`src/rtl/core/bdqs_pkg.sv`:
```
// Package for the bounded deque with key search.
// Holds field widths, command and status codes and the result record.
// No dependencies.
package bdqs_pkg;

  // Default sizing of the store
  localparam int unsigned DEPTH_DEF      = 64;
  localparam int unsigned DATA_WIDTH_DEF = 32;

  // Fixed widths of the transaction fields
  localparam int unsigned CMD_W  = 3;
  localparam int unsigned VAL_W  = 32;
  localparam int unsigned POS_W  = 6;
  localparam int unsigned DOUT_W = 32;
  localparam int unsigned FIDX_W = 6;
  localparam int unsigned CNT_W  = 7;

  typedef enum logic [CMD_W-1:0] {
    CMD_PUSH_FRONT = 3'd0,
    CMD_PUSH_BACK  = 3'd1,
    CMD_POP_FRONT  = 3'd2,
    CMD_POP_BACK   = 3'd3,
    CMD_FIND       = 3'd4,
    CMD_REMOVE_KEY = 3'd5,
    CMD_READ_AT    = 3'd6,
    CMD_DELETE_AT  = 3'd7
  } cmd_e;

  typedef enum logic [1:0] {
    ST_OK    = 2'd0,
    ST_FULL  = 2'd1,
    ST_EMPTY = 2'd2,
    ST_MISS  = 2'd3
  } status_e;

  // One result transaction
  typedef struct packed {
    logic [DOUT_W-1:0] data_out;
    logic [FIDX_W-1:0] found_index;
    status_e           status;
    logic [CNT_W-1:0]  count;
    logic [DOUT_W-1:0] front_data;
  } res_t;

endpackage

```
`src/rtl/core/bdqs_mem.sv`:
```
// Entry store of the deque: one write port, one read port, registered read data.
// Depends on nothing but its parameters.
module bdqs_mem #(
  parameter int unsigned DEPTH      = 64,
  parameter int unsigned DATA_WIDTH = 32
) (
  input  logic                     clk_i,
  input  logic                     wr_en_i,
  input  logic [$clog2(DEPTH)-1:0] wr_addr_i,
  input  logic [DATA_WIDTH-1:0]    wr_data_i,
  input  logic                     rd_en_i,
  input  logic [$clog2(DEPTH)-1:0] rd_addr_i,
  output logic [DATA_WIDTH-1:0]    rd_data_o
);

  logic [DATA_WIDTH-1:0] mem_q [DEPTH];
  logic [DATA_WIDTH-1:0] rd_data_q;

  // Write and read; read data is registered and appears in the cycle after the request
  always_ff @(posedge clk_i) begin
    if (wr_en_i) begin
      mem_q[wr_addr_i] <= wr_data_i;
    end
    if (rd_en_i) begin
      rd_data_q <= mem_q[rd_addr_i];
    end
  end

  assign rd_data_o = rd_data_q;

endmodule

```
`src/rtl/core/bdqs_ctrl.sv`:
```
// Command sequencer of the deque: decodes a transaction, walks the entry
// store for search and gap closing, and builds the result. Uses bdqs_pkg.
module bdqs_ctrl
  import bdqs_pkg::*;
#(
  parameter int unsigned DEPTH      = DEPTH_DEF,
  parameter int unsigned DATA_WIDTH = DATA_WIDTH_DEF
) (
  input  logic                     clk_i,
  input  logic                     rst_ni,
  // command side
  input  logic                     in_valid_i,
  output logic                     in_stall_o,
  input  logic [CMD_W-1:0]         cmd_i,
  input  logic [VAL_W-1:0]         value_i,
  input  logic [POS_W-1:0]         position_i,
  // result side
  output logic                     res_valid_o,
  input  logic                     res_ready_i,
  output res_t                     res_o,
  // entry store
  output logic                     mem_we_o,
  output logic [$clog2(DEPTH)-1:0] mem_waddr_o,
  output logic [DATA_WIDTH-1:0]    mem_wdata_o,
  output logic                     mem_re_o,
  output logic [$clog2(DEPTH)-1:0] mem_raddr_o,
  input  logic [DATA_WIDTH-1:0]    mem_rdata_i
);

  localparam int unsigned AW   = $clog2(DEPTH);
  localparam int unsigned CW   = $clog2(DEPTH + 1);
  localparam int unsigned CMPW = (CW > POS_W) ? CW : POS_W;

  typedef enum logic [7:0] {
    S_IDLE     = 8'b0000_0001,
    S_DECODE   = 8'b0000_0010,
    S_RD_WAIT  = 8'b0000_0100,
    S_SCAN     = 8'b0000_1000,
    S_SHIFT    = 8'b0001_0000,
    S_FRONT_RD = 8'b0010_0000,
    S_FRONT_WT = 8'b0100_0000,
    S_DONE     = 8'b1000_0000
  } state_e;

  state_e                state_q, state_d;
  logic [CW-1:0]         count_q, count_d;
  logic [AW-1:0]         head_q, head_d;
  logic                  pend_q, pend_d;
  cmd_e                  cmd_q, cmd_d;
  logic [DATA_WIDTH-1:0] key_q, key_d;
  logic [POS_W-1:0]      pos_q, pos_d;
  logic [CW-1:0]         idx_q, idx_d;
  logic [CW-1:0]         pend_i_q, pend_i_d;
  logic [DATA_WIDTH-1:0] data_q, data_d;
  logic [AW-1:0]         fidx_q, fidx_d;
  status_e               status_q, status_d;
  logic [DATA_WIDTH-1:0] front_q, front_d;

  logic                  full;
  logic                  empty;
  logic                  pos_ok;
  logic [AW-1:0]         head_dec;
  logic [AW-1:0]         head_inc;

  // Physical slot of the entry idx places behind the front
  function automatic logic [AW-1:0] slot_of(input logic [AW-1:0] head,
                                            input logic [CW-1:0] idx);
    logic [CW:0] s;
    s = (CW+1)'(head) + (CW+1)'(idx);
    if (s >= (CW+1)'(DEPTH)) begin
      s = s - (CW+1)'(DEPTH);
    end
    return s[AW-1:0];
  endfunction

  assign full     = (count_q == CW'(DEPTH));
  assign empty    = (count_q == '0);
  assign pos_ok   = (CMPW'(pos_q) < CMPW'(count_q));
  assign head_dec = (head_q == '0) ? AW'(DEPTH - 1) : head_q - AW'(1);
  assign head_inc = (head_q == AW'(DEPTH - 1)) ? '0 : head_q + AW'(1);

  assign in_stall_o  = (state_q != S_IDLE);
  assign res_valid_o = (state_q == S_DONE);

  // Result record, widths fitted to the output fields
  always_comb begin
    res_o.data_out    = DOUT_W'(data_q);
    res_o.found_index = FIDX_W'(fidx_q);
    res_o.status      = status_q;
    res_o.count       = CNT_W'(count_q);
    res_o.front_data  = empty ? '0 : DOUT_W'(front_q);
  end

  // Sequencer
  always_comb begin
    state_d     = state_q;
    count_d     = count_q;
    head_d      = head_q;
    pend_d      = pend_q;
    cmd_d       = cmd_q;
    key_d       = key_q;
    pos_d       = pos_q;
    idx_d       = idx_q;
    pend_i_d    = pend_i_q;
    data_d      = data_q;
    fidx_d      = fidx_q;
    status_d    = status_q;
    front_d     = front_q;
    mem_we_o    = 1'b0;
    mem_waddr_o = head_q;
    mem_wdata_o = key_q;
    mem_re_o    = 1'b0;
    mem_raddr_o = head_q;

    unique case (state_q)
      S_IDLE: begin
        // take a transaction and clear the result fields
        if (in_valid_i) begin
          cmd_d    = cmd_e'(cmd_i);
          key_d    = DATA_WIDTH'(value_i);
          pos_d    = position_i;
          data_d   = '0;
          fidx_d   = '0;
          status_d = ST_OK;
          idx_d    = '0;
          pend_d   = 1'b0;
          state_d  = S_DECODE;
        end
      end

      S_DECODE: begin
        unique case (cmd_q)
          CMD_PUSH_FRONT: begin
            state_d = S_DONE;
            if (full) begin
              status_d = ST_FULL;
            end else begin
              mem_we_o    = 1'b1;
              mem_waddr_o = head_dec;
              head_d      = head_dec;
              count_d     = count_q + CW'(1);
              front_d     = key_q;
            end
          end
          CMD_PUSH_BACK: begin
            state_d = S_DONE;
            if (full) begin
              status_d = ST_FULL;
            end else begin
              mem_we_o    = 1'b1;
              mem_waddr_o = slot_of(head_q, count_q);
              count_d     = count_q + CW'(1);
              if (empty) begin
                front_d = key_q;
              end
            end
          end
          CMD_POP_FRONT: begin
            if (empty) begin
              status_d = ST_EMPTY;
              state_d  = S_DONE;
            end else begin
              mem_re_o    = 1'b1;
              mem_raddr_o = head_q;
              state_d     = S_RD_WAIT;
            end
          end
          CMD_POP_BACK: begin
            if (empty) begin
              status_d = ST_EMPTY;
              state_d  = S_DONE;
            end else begin
              mem_re_o    = 1'b1;
              mem_raddr_o = slot_of(head_q, count_q - CW'(1));
              state_d     = S_RD_WAIT;
            end
          end
          CMD_FIND, CMD_REMOVE_KEY: begin
            state_d = S_SCAN;
          end
          CMD_READ_AT, CMD_DELETE_AT: begin
            if (!pos_ok) begin
              status_d = ST_MISS;
              state_d  = S_DONE;
            end else begin
              mem_re_o    = 1'b1;
              mem_raddr_o = slot_of(head_q, CW'(pos_q));
              state_d     = S_RD_WAIT;
            end
          end
          default: begin
            state_d = S_DONE;
          end
        endcase
      end

      S_RD_WAIT: begin
        // capture the entry read in decode
        data_d = mem_rdata_i;
        case (cmd_q)
          CMD_POP_FRONT: begin
            head_d  = head_inc;
            count_d = count_q - CW'(1);
            state_d = S_FRONT_RD;
          end
          CMD_POP_BACK: begin
            count_d = count_q - CW'(1);
            state_d = S_DONE;
          end
          CMD_DELETE_AT: begin
            idx_d   = CW'(pos_q) + CW'(1);
            pend_d  = 1'b0;
            state_d = S_SHIFT;
          end
          default: begin
            state_d = S_DONE;
          end
        endcase
      end

      S_SCAN: begin
        // compare last cycle's entry, issue the next read
        if (pend_q && (mem_rdata_i == key_q)) begin
          fidx_d = AW'(pend_i_q);
          pend_d = 1'b0;
          if (cmd_q == CMD_REMOVE_KEY) begin
            idx_d   = pend_i_q + CW'(1);
            state_d = S_SHIFT;
          end else begin
            state_d = S_DONE;
          end
        end else if (idx_q < count_q) begin
          mem_re_o    = 1'b1;
          mem_raddr_o = slot_of(head_q, idx_q);
          pend_d      = 1'b1;
          pend_i_d    = idx_q;
          idx_d       = idx_q + CW'(1);
        end else if (pend_q) begin
          pend_d = 1'b0;
        end else begin
          status_d = ST_MISS;
          state_d  = S_DONE;
        end
      end

      S_SHIFT: begin
        // move each later entry one place toward the front
        if (pend_q) begin
          mem_we_o    = 1'b1;
          mem_waddr_o = slot_of(head_q, pend_i_q - CW'(1));
          mem_wdata_o = mem_rdata_i;
        end
        if (idx_q < count_q) begin
          mem_re_o    = 1'b1;
          mem_raddr_o = slot_of(head_q, idx_q);
          pend_d      = 1'b1;
          pend_i_d    = idx_q;
          idx_d       = idx_q + CW'(1);
        end else begin
          pend_d = 1'b0;
          if (!pend_q) begin
            count_d = count_q - CW'(1);
            state_d = S_FRONT_RD;
          end
        end
      end

      S_FRONT_RD: begin
        // refresh the cached front entry
        mem_re_o    = 1'b1;
        mem_raddr_o = head_q;
        state_d     = S_FRONT_WT;
      end

      S_FRONT_WT: begin
        front_d = mem_rdata_i;
        state_d = S_DONE;
      end

      S_DONE: begin
        // hold until the output register takes the result
        if (res_ready_i) begin
          state_d = S_IDLE;
        end
      end

      default: begin
        state_d = S_IDLE;
      end
    endcase
  end

  // Control state
  always_ff @(posedge clk_i or negedge rst_ni) begin
    if (!rst_ni) begin
      state_q <= S_IDLE;
      count_q <= '0;
      head_q  <= '0;
      pend_q  <= 1'b0;
    end else begin
      state_q <= state_d;
      count_q <= count_d;
      head_q  <= head_d;
      pend_q  <= pend_d;
    end
  end

  // Payload and working registers
  always_ff @(posedge clk_i) begin
    cmd_q    <= cmd_d;
    key_q    <= key_d;
    pos_q    <= pos_d;
    idx_q    <= idx_d;
    pend_i_q <= pend_i_d;
    data_q   <= data_d;
    fidx_q   <= fidx_d;
    status_q <= status_d;
    front_q  <= front_d;
  end

endmodule

```
`src/rtl/core/bounded_deque_with_search_top.sv`:
```
// Bounded deque with key search: top level.
//
// Usage:
//   Command channel (in_valid_i / in_stall_o) carries cmd_i, value_i and
//   position_i. A transaction is taken when valid is high and stall low.
//   Exactly one result transaction follows each command on the result
//   channel (out_valid_o / out_stall_i) with data_out_o, found_index_o,
//   status_o, count_o and front_data_o.
//   Commands are worked one at a time. Remove key searches for the key and
//   delete at reads the entry at position; both then move each later entry
//   one place toward the front. The single port pair of the entry memory
//   reads one entry per cycle during search and shift.
//   A finished result waits in an output register, so the next command is
//   taken while the receiver stalls; that command's result waits in the
//   sequencer until the register frees up.
//   Reset empties the deque at once (count and head cleared); the entry
//   memory itself is not cleared.
// Uses bdqs_pkg, bdqs_ctrl and bdqs_mem.
module bounded_deque_with_search_top
  import bdqs_pkg::*;
#(
  parameter int unsigned DEPTH      = DEPTH_DEF,
  parameter int unsigned DATA_WIDTH = DATA_WIDTH_DEF
) (
  input  logic              clk_i,
  input  logic              rst_ni,
  input  logic              in_valid_i,
  output logic              in_stall_o,
  input  logic [CMD_W-1:0]  cmd_i,
  input  logic [VAL_W-1:0]  value_i,
  input  logic [POS_W-1:0]  position_i,
  output logic              out_valid_o,
  input  logic              out_stall_i,
  output logic [DOUT_W-1:0] data_out_o,
  output logic [FIDX_W-1:0] found_index_o,
  output logic [1:0]        status_o,
  output logic [CNT_W-1:0]  count_o,
  output logic [DOUT_W-1:0] front_data_o
);

  localparam int unsigned AW = $clog2(DEPTH);

  logic                  res_valid;
  logic                  res_ready;
  res_t                  res;
  logic                  mem_we;
  logic [AW-1:0]         mem_waddr;
  logic [DATA_WIDTH-1:0] mem_wdata;
  logic                  mem_re;
  logic [AW-1:0]         mem_raddr;
  logic [DATA_WIDTH-1:0] mem_rdata;
  logic                  out_valid_q;
  res_t                  res_q;

  bdqs_ctrl #(
    .DEPTH      (DEPTH),
    .DATA_WIDTH (DATA_WIDTH)
  ) u_ctrl (
    .clk_i       (clk_i),
    .rst_ni      (rst_ni),
    .in_valid_i  (in_valid_i),
    .in_stall_o  (in_stall_o),
    .cmd_i       (cmd_i),
    .value_i     (value_i),
    .position_i  (position_i),
    .res_valid_o (res_valid),
    .res_ready_i (res_ready),
    .res_o       (res),
    .mem_we_o    (mem_we),
    .mem_waddr_o (mem_waddr),
    .mem_wdata_o (mem_wdata),
    .mem_re_o    (mem_re),
    .mem_raddr_o (mem_raddr),
    .mem_rdata_i (mem_rdata)
  );

  bdqs_mem #(
    .DEPTH      (DEPTH),
    .DATA_WIDTH (DATA_WIDTH)
  ) u_mem (
    .clk_i     (clk_i),
    .wr_en_i   (mem_we),
    .wr_addr_i (mem_waddr),
    .wr_data_i (mem_wdata),
    .rd_en_i   (mem_re),
    .rd_addr_i (mem_raddr),
    .rd_data_o (mem_rdata)
  );

  // Output register is free when empty or being drained
  assign res_ready = !out_valid_q || !out_stall_i;

  always_ff @(posedge clk_i or negedge rst_ni) begin
    if (!rst_ni) begin
      out_valid_q <= 1'b0;
    end else if (res_valid && res_ready) begin
      out_valid_q <= 1'b1;
    end else if (!out_stall_i) begin
      out_valid_q <= 1'b0;
    end
  end

  // Load the result transaction
  always_ff @(posedge clk_i) begin
    if (res_valid && res_ready) begin
      res_q <= res;
    end
  end

  assign out_valid_o   = out_valid_q;
  assign data_out_o    = res_q.data_out;
  assign found_index_o = res_q.found_index;
  assign status_o      = res_q.status;
  assign count_o       = res_q.count;
  assign front_data_o  = res_q.front_data;

endmodule

```
`config.mk`:
```
export PLATFORM = sky130hd
export DESIGN_NAME = bounded_deque_with_search_top
export DESIGN_NICKNAME = d
export VERILOG_FILES = /design/src/rtl/core/bdqs_pkg.sv /design/src/rtl/core/bdqs_mem.sv /design/src/rtl/core/bdqs_ctrl.sv /design/src/rtl/core/bounded_deque_with_search_top.sv
export SDC_FILE = /design/constraint.sdc
export NUM_CORES = 2
export LEC_CHECK = 0
export BUFFER_PORTS_ARGS = -buffer_cell sky130_fd_sc_hd__buf_4
export CAP_MARGIN = 0
export CELL_PAD_IN_SITES_DETAIL_PLACEMENT = 1
export CELL_PAD_IN_SITES_GLOBAL_PLACEMENT = 2
export CORE_ASPECT_RATIO = 1.1
export CORE_MARGIN = 4
export CORE_UTILIZATION = 46
export CTS_CLUSTER_SIZE = 25
export DETAILED_ROUTE_END_ITERATION = 12
export PLACE_DENSITY_LB_ADDON = 0.1
export SETUP_SLACK_MARGIN = 0.05
export SYNTH_ARGS = -nofsm -noshare
export SYNTH_HDL_FRONTEND = slang
export SYNTH_SLANG_ARGS = --single-unit
export TNS_END_PERCENT = 20
```
`constraint.sdc`:
```
create_clock -name clk_i -period 7.45 [get_ports clk_i]
set_input_delay 0.745 -clock clk_i [delete_from_list [all_inputs] [get_ports clk_i]]
set_output_delay 0.745 -clock clk_i [all_outputs]
set_load 0.05 [all_outputs]
```
Yosys cells after proc, flatten, opt, wreduce, memory -nomap -nowiden
Memory sizes are Yosys's and may differ from the RTL's. A register that Yosys moved wholly into a read port is not among the register bits.
Index checks and enable logic that the tools add are counted.
{"block": "totals", "ff_bits": 229, "mem_bits_rw": 2048, "mem_count": 1}
{"block": "op_classes", "addsub": 18, "magnitude_cmp": 7, "n_eq_ne": 45, "n_mux": 87, "reduce_logical": 31}
{"name": "u_mem.mem_q", "depth": 64, "word_bits": 32, "rd": 1, "rd_ports_with_merged_regs": 1, "write_ports": 1, "line": "bdqs_mem.sv:16", "rtl": "logic [DATA_WIDTH-1:0] mem_q [DEPTH];"}
{"op": "2-to-1 mux 32 bit", "n": 6}
{"op": "case mux 32 bit (2 select lines)", "n": 3}
{"op": "2-to-1 mux 6 bit", "n": 18}
{"op": "2-to-1 mux 7 bit", "n": 12}
{"op": "2-to-1 mux 8 bit", "n": 10}
{"op": "case mux 8 bit (8 select lines)", "n": 1}
{"op": "case mux 6 bit (2 select lines)", "n": 5}
{"op": "subtractor 6 x 1 -> 6 bit, second input constant", "n": 6}
{"op": "adder 6 x 7 -> 8 bit", "n": 4}
{"op": "== test 32 bit", "n": 1}
{"op": ">= comparator 8 x 7 -> 1 bit, second input constant", "n": 4}
{"op": "case mux 8 bit (4 select lines)", "n": 1}
{"op": "case mux 7 bit (4 select lines)", "n": 1}
{"op": "adder 7 x 1 -> 7 bit, second input constant", "n": 3}
{"op": "case mux 7 bit (3 select lines)", "n": 1}
{"op": "!= test 2 bit, second input constant", "n": 10}
{"op": "!= test 3 bit, second input constant", "n": 6}
{"op": "case mux 6 bit (3 select lines)", "n": 1}
{"op": "case mux 8 bit (2 select lines)", "n": 1}
{"op": "2-to-1 mux 2 bit", "n": 7}
{"op": "case mux 7 bit (2 select lines)", "n": 1}
{"op": "subtractor 7 x 1 -> 7 bit, second input constant", "n": 2}
{"op": "2-to-1 mux 1 bit", "n": 13}
{"op": "== test 3 bit, second input constant", "n": 4}
{"op": "other kinds (41)", "n": 67}

Longest topological paths before layout
{"block": "depth", "ltp_word": 7, "depth_mapped": 20, "ltp_nobuf": 15}

Hierarchy
A second synthesis with hierarchy kept.
{"block": "hier_totals", "hier_cells": 4502, "hier_area_um2": 91091.1}
{"module": "bdqs_mem", "instances": 1, "cells_per_inst": 3511, "area_each_um2": 79359.9, "seq_area_each_um2": 62459.9}
{"module": "bdqs_ctrl", "instances": 1, "cells_per_inst": 908, "area_each_um2": 9311.4, "seq_area_each_um2": 4365.4}
{"module": "bounded_deque_with_search_top", "instances": 1, "cells_per_inst": 83, "area_each_um2": 2419.8, "seq_area_each_um2": 2397.3}

Least setup slack after synthesis
No wires, ideal clock.
{"block": "synth_timing", "kind": "flip-flop to flip-flop", "startpoint": "register u_ctrl.state_q[4]", "endpoint": "register res_q (netlist bit count_o[0]), enable pin", "arrival_time_ns": 5.621, "t_required_ns": 6.908, "slack_ns": 1.286, "stages_incl_launch_ff": 6, "n_path_buf": 1, "synth_period_minus_slack_ns": 6.164, "path_cell_list": "dfrtp_1 -> clkbuf_1 -> or3_1 -> or4_1 -> or3b_2 -> a21oi_1"}
{"block": "synth_between", "elab_chain_cells": 2}
{"item": "from (decl)", "line": "bdqs_ctrl.sv:45", "rtl": "state_e state_q, state_d;"}
{"item": "from (signal assigned)", "line": "bdqs_ctrl.sv:301", "rtl": "state_q <= state_d;"}
{"item": "== test 8 bit", "line": "bdqs_ctrl.sv:83", "rtl": "assign res_valid_o = (state_q == S_DONE);"}
{"item": "logical AND 1 bit", "line": "bounded_deque_with_search_top.sv:105", "rtl": "if (res_valid && res_ready) begin"}
{"item": "to (signal assigned)", "line": "bounded_deque_with_search_top.sv:106", "rtl": "res_q <= res;"}
{"item": "to (decl)", "line": "bounded_deque_with_search_top.sv:53", "rtl": "res_t res_q;"}
Every way passes these cells.
A chain may end at the register's enable or synchronous reset.

Final worst setup path
{"block": "layout_timing", "startpoint": "register u_mem.rd_data_q[5] (netlist: u_mem.rd_data_o[5]), read port of u_mem.mem_q", "endpoint": "register u_mem.rd_data_q[17] (netlist: u_mem.rd_data_o[17]), read port of u_mem.mem_q, data pin"}
{"block": "layout_between", "elab_chain_cells": 4}
{"item": "from (decl)", "line": "bdqs_mem.sv:17", "rtl": "logic [DATA_WIDTH-1:0] rd_data_q;"}
{"item": "== test 32 bit (*)", "line": "bdqs_ctrl.sv:223", "rtl": "if (pend_q && (mem_rdata_i == key_q)) begin"}
{"item": "logical AND 1 bit (*)", "line": "bdqs_ctrl.sv:223"}
{"item": "2-to-1 mux 1 bit or 2-to-1 mux 6 bit (tied branches)"}
{"item": "case mux 1 bit (4 select lines) or case mux 6 bit (3 select lines) (tied branches)", "line": "bdqs_ctrl.sv:115", "rtl": "unique case (state_q)"}
Mark *: on every way between the ends. The rest lies on a longest branch, timed or not.

==> summary.md <==
| Metric | Value |
|---|---|
| EDFF count, synth | approximately 2300 |
| Clk network pwr share | ~29% |
| Switching share of power | 35.55% |
| Post-Synth Adder-Cell Area | 0.7204% |
| Largest net degree at the start of global routing | around 120 |
| Top cell type's share of synthesized area | approximately three quarters |
| Most frequent CP cell | or4_1 |
| Arrival time at the worst endpoint | around 7.3 ns |
| Core region area | 198100 um^2 |
| Grt met2 use | between 40 and 50% |
| R2R Path End | u_mem.rd_data_o[17]$_DFFE_PP_ |
| Via density | between 6 and 7 |
| Critical Path Sink | u_mem.rd_data_o[17]$_DFFE_PP_ |
| Drt total wl | about 300 mm |
| Root Buffer | clkbuf_16 |
| Commonest cells post-synth | 2286 x edfxtp_1, 1602 x nand2_1, 414 x nand3_1 |
| Slew @ Worst Pin | 1.186 ns |
| Htree depth | 4 |
| CP max stage delay | between 0.8 and 0.9 ns |
| Crit path required time | 8.03 ns |
| WP buf/inv | 2 |
| Nets | 6661 |
| Total congestion overflow | 0 |
| Total Neg Setup Slack | 0 ns |
| Fmax achieved | 149.0 MHz |
| Class of the worst hold path | input port to flip-flop |
| Pre-antenna DRT Iters | 6 |
| Status | complete, no violations |
| Post-synthesis cell count | 6330 |
| Sequential fraction of the synthesis area | around 75% |
| Inserted Clock Buffers | approximately 230 |
| P per Cell Area | around 370 nW/um^2 |
| Leak | 33.96 nW |
| Die ar. | slightly above 200000 um^2 |
| Die Ht | around 480 um |
| CTS max path bufs | 3 |
| Hold slack | between 0.07 and 0.08 ns |
| Final hold viol count | 0 |
| Synth warn | 0 |
| Reg-to-reg startpoint | u_mem.rd_data_o[5]$_DFFE_PP_ |
| Global-route wire length before repair | between 400 and 500 mm |
| Mux share of post-synthesis cell area | under 10% |
| Final slew viol count | 0 |
| GPL Wtd Cong | 0.8306 |
| Synth Area in Compound Gates | between 6 and 7% |
| R2R Setup Slk | about 0.74 ns |
| Vias | approximately 57000 |
| GRT Total Usage | between 20% and 30% |
| Crit path kind | flip-flop to flip-flop |
| RSZ-0062 raised after global routing | no |
| Post-layout min period | 6.711 ns |
| Top_reg_cell synth | edfxtp_1 |
| Most numerous cell in the Yosys netlist | edfxtp_1 |
| Sequential power share | between 40% and 50% |
| Pre-CTS setup slack | ~0.84 ns |
| Largest family of logic cells by synthesized area | simple AND/OR/NAND/NOR gates |
| CTS Sinks | ~2300 |
| Syn_nets | between 6000 and 7000 |
| GR peak layer | met2 |
| Worst R2R Path Depth | 13 |
| Fin Clk Skew | between 0.05 and 0.06 ns |
| FFs w/ async S/R, synth | 0.9961% |
| Clock slew at reported path FFs | around 0.060 ns |
| Cells along the critical path | xnor2_1, nand4_1, or4_1, o31ai_1, a21oi_1, nor3_2, buf_12, buf_4, nand2_1, a32oi_1, a31oi_1, or4_1, nor4_2 |
| DRC | 0 |
| Crit-path leading delay family | simple AND/OR/NAND/NOR gates |
| CTS tree | yes |
| DRT iter0 DRCs | 5703 |
| Port bufs | roughly 130 |
| Post-Synth Simple-Gate Area | 11.34% |
| DP Wirelength | 172.0 mm |
| Crit share post-route | approximately nine tenths |
| Clk Latency, worst-skew pair | slightly below 0.9 ns |
| Layout area overhead | 14.04% |
| Crit path launch | u_mem.rd_data_o[5]$_DFFE_PP_ |
| Crit Path Max Fanout | 40 |
| Max-cap violations | 0 |
| Vias in the first global route | between 50000 and 60000 |
| Layout cell share with drive strength beyond 1 | approximately 13% |
| Final setup margin | ~0.74 ns |
| Met1 Usage GRT | 39.43% |
| Combinational power share | 30.5% |
| Maximum vdd drop | roughly 0.3 mV |
| Int Pwr | ~25 mW |
| Final std cells w/o fill | 9359 |
| Critical Path Sink Type | flip-flop |
| Global routing usage on met3 | 3.885% |
| Distinct cells, synth | 76 |
| Syn_area_per_cell | 14.54 um^2 |
| Synth Area in XOR/XNOR | less than 1% |
| CP Depth | 13 |
| Row count | between 150 and 200 |
| Remaining antenna violation count after routing | 0 |
| Placed cells | around 8900 |
| Max-slew headroom | 20.72% |
| Total net switching power | around 14 mW |
| Die Wd | between 400 and 500 um |
| Initial Utilization | 46.46% |
| Most area-consuming cells after synthesis | edfxtp_1 75%, nand2_1 6.5%, mux2i_1 3.4% |
| Final setup violation count | 0 |
| Initial antenna violation count | 9 |
| Synthesis-stage register bit count | 2309 |
| Cell taking the most area after synthesis | edfxtp_1 |
| Ports | about 130 |
| Syn Std Cell Area | 92060 um^2 |
| Post-CTS setup buffer count | 0 |
| Slowest cell on crit path | nor3_2 |
| Setup crit start kind | flip-flop |
| Avg WL per Cell | between 30 and 40 um |
## how the worst min path moves through the flow
stage,from,end,slack (ns),cells past startpoint
floorplan,u_ctrl.data_q[0]$_SDFFCE_PN0P_,data_out_o[0]$_DFFE_PP_,0.40,0
global placement,u_ctrl.fidx_q[2]$_SDFFCE_PN0P_,found_index_o[2]$_DFFE_PP_,0.40,0
detailed placement,u_ctrl.fidx_q[5]$_SDFFCE_PN0P_,found_index_o[5]$_DFFE_PP_,0.41,0
CTS,value_i[3],u_ctrl.key_q[3]$_DFFE_PP_,0.0002,1
global route,value_i[3],u_ctrl.key_q[3]$_DFFE_PP_,0.02,1
finish,value_i[6],u_ctrl.key_q[6]$_DFFE_PP_,0.07,1
## power by group through the flow
| stage | clock network, mW | registers, mW | logic (mW) |
|---|---|---|---|
| finish | 11.3 | 15.6 | 11.8 |
| global route | 12.1 | 15.7 | 12.5 |
| CTS | 11.5 | 15.6 | 11.8 |
| detailed placement | 0 | 15.9 | 11.7 |
| global placement | 0 | 15.9 | 11.6 |
| floorplan | 0 | 15.9 | 6.31 |
## layer usage
metal  wire length, um  part of all wire, %  up-vias
li1                  -                    -    24440
met1            124500                   42    30020
met2            142400                   48     1966
met3             18850                  6.4      395
met4              9900                  3.3        0
met5                 0                    0        -
## per-stage QoR
stage          util (%)  power (mW)  instance area, um^2
3_3_place_gp      49.16       27.46                97400
5_1_grt           52.99       40.21               105000
6_report          52.99       38.75               105000
2_1_floorplan         -       22.16                92060
3_5_place_dp      49.16       27.64                97400
4_1_cts           52.98       38.95               105000
## cell type report
class,count,area (um^2)
Antenna cell,4,10.01
Clock buffer,297,6071
Clock inverter,130,1205
Fill cell,18780,93140
Inverter,32,120.1
Multi-Input combinational cell,3614,21720
Sequential cell,2309,69220
Tap cell,2595,3247
Timing Repair Buffer,378,3386
## timing repair
action	4_1_cts	5_1_grt
endpoints found under the hold margin	50	0
hold buffers	29	0
gates resized for setup	0	0
## worst register-to-register path, cell delays in order (launching register included)
cell	delay, ns
edfxtp_1	0.65
xnor2_1	0.35
nand4_1	0.30
or4_1	0.56
o31ai_1	0.54
a21oi_1	0.22
nor3_2	0.83
buf_12	0.39
buf_4	0.55
nand2_1	0.13
a32oi_1	0.23
a31oi_1	0.20
or4_1	0.81
nor4_2	0.66
## state kept, by name, summed over array words and instances (netlist names), 7 cells and up
name	cells
u_ctrl.state_q	8
u_ctrl.pend_i_q	7
u_ctrl.data_q	32
u_mem.rd_data_o	32
data_out_o	32
u_ctrl.count_q	7
u_mem.mem_q	2048
front_data_o	32
u_ctrl.idx_q	7
u_ctrl.key_q	32
count_o	7
u_ctrl.front_q	32
## layout by cell type, fill, tap and decap left out, types with 65 or more instances in the layout
cell type,instances
nand3_1,413
xnor2_1,65
nand2_1,1569
mux2i_1,311
a31oi_1,189
edfxtp_1,2286
o21ai_0,97
clkbuf_16,233
a32oi_1,192
a32o_1,118
and2_1,74
buf_4,311
## logic make-up after synthesis
kind of cell | Yosys count
AND/OR/NAND/NOR | 2385
flip-flops | 2309
AO/OA/AOI/OAI | 749
buffers and inverters | 407
multiplexers | 351
XOR/XNOR | 79
adder cells (fa/ha/maj) | 50
Power figures use the tool's default switching activity.
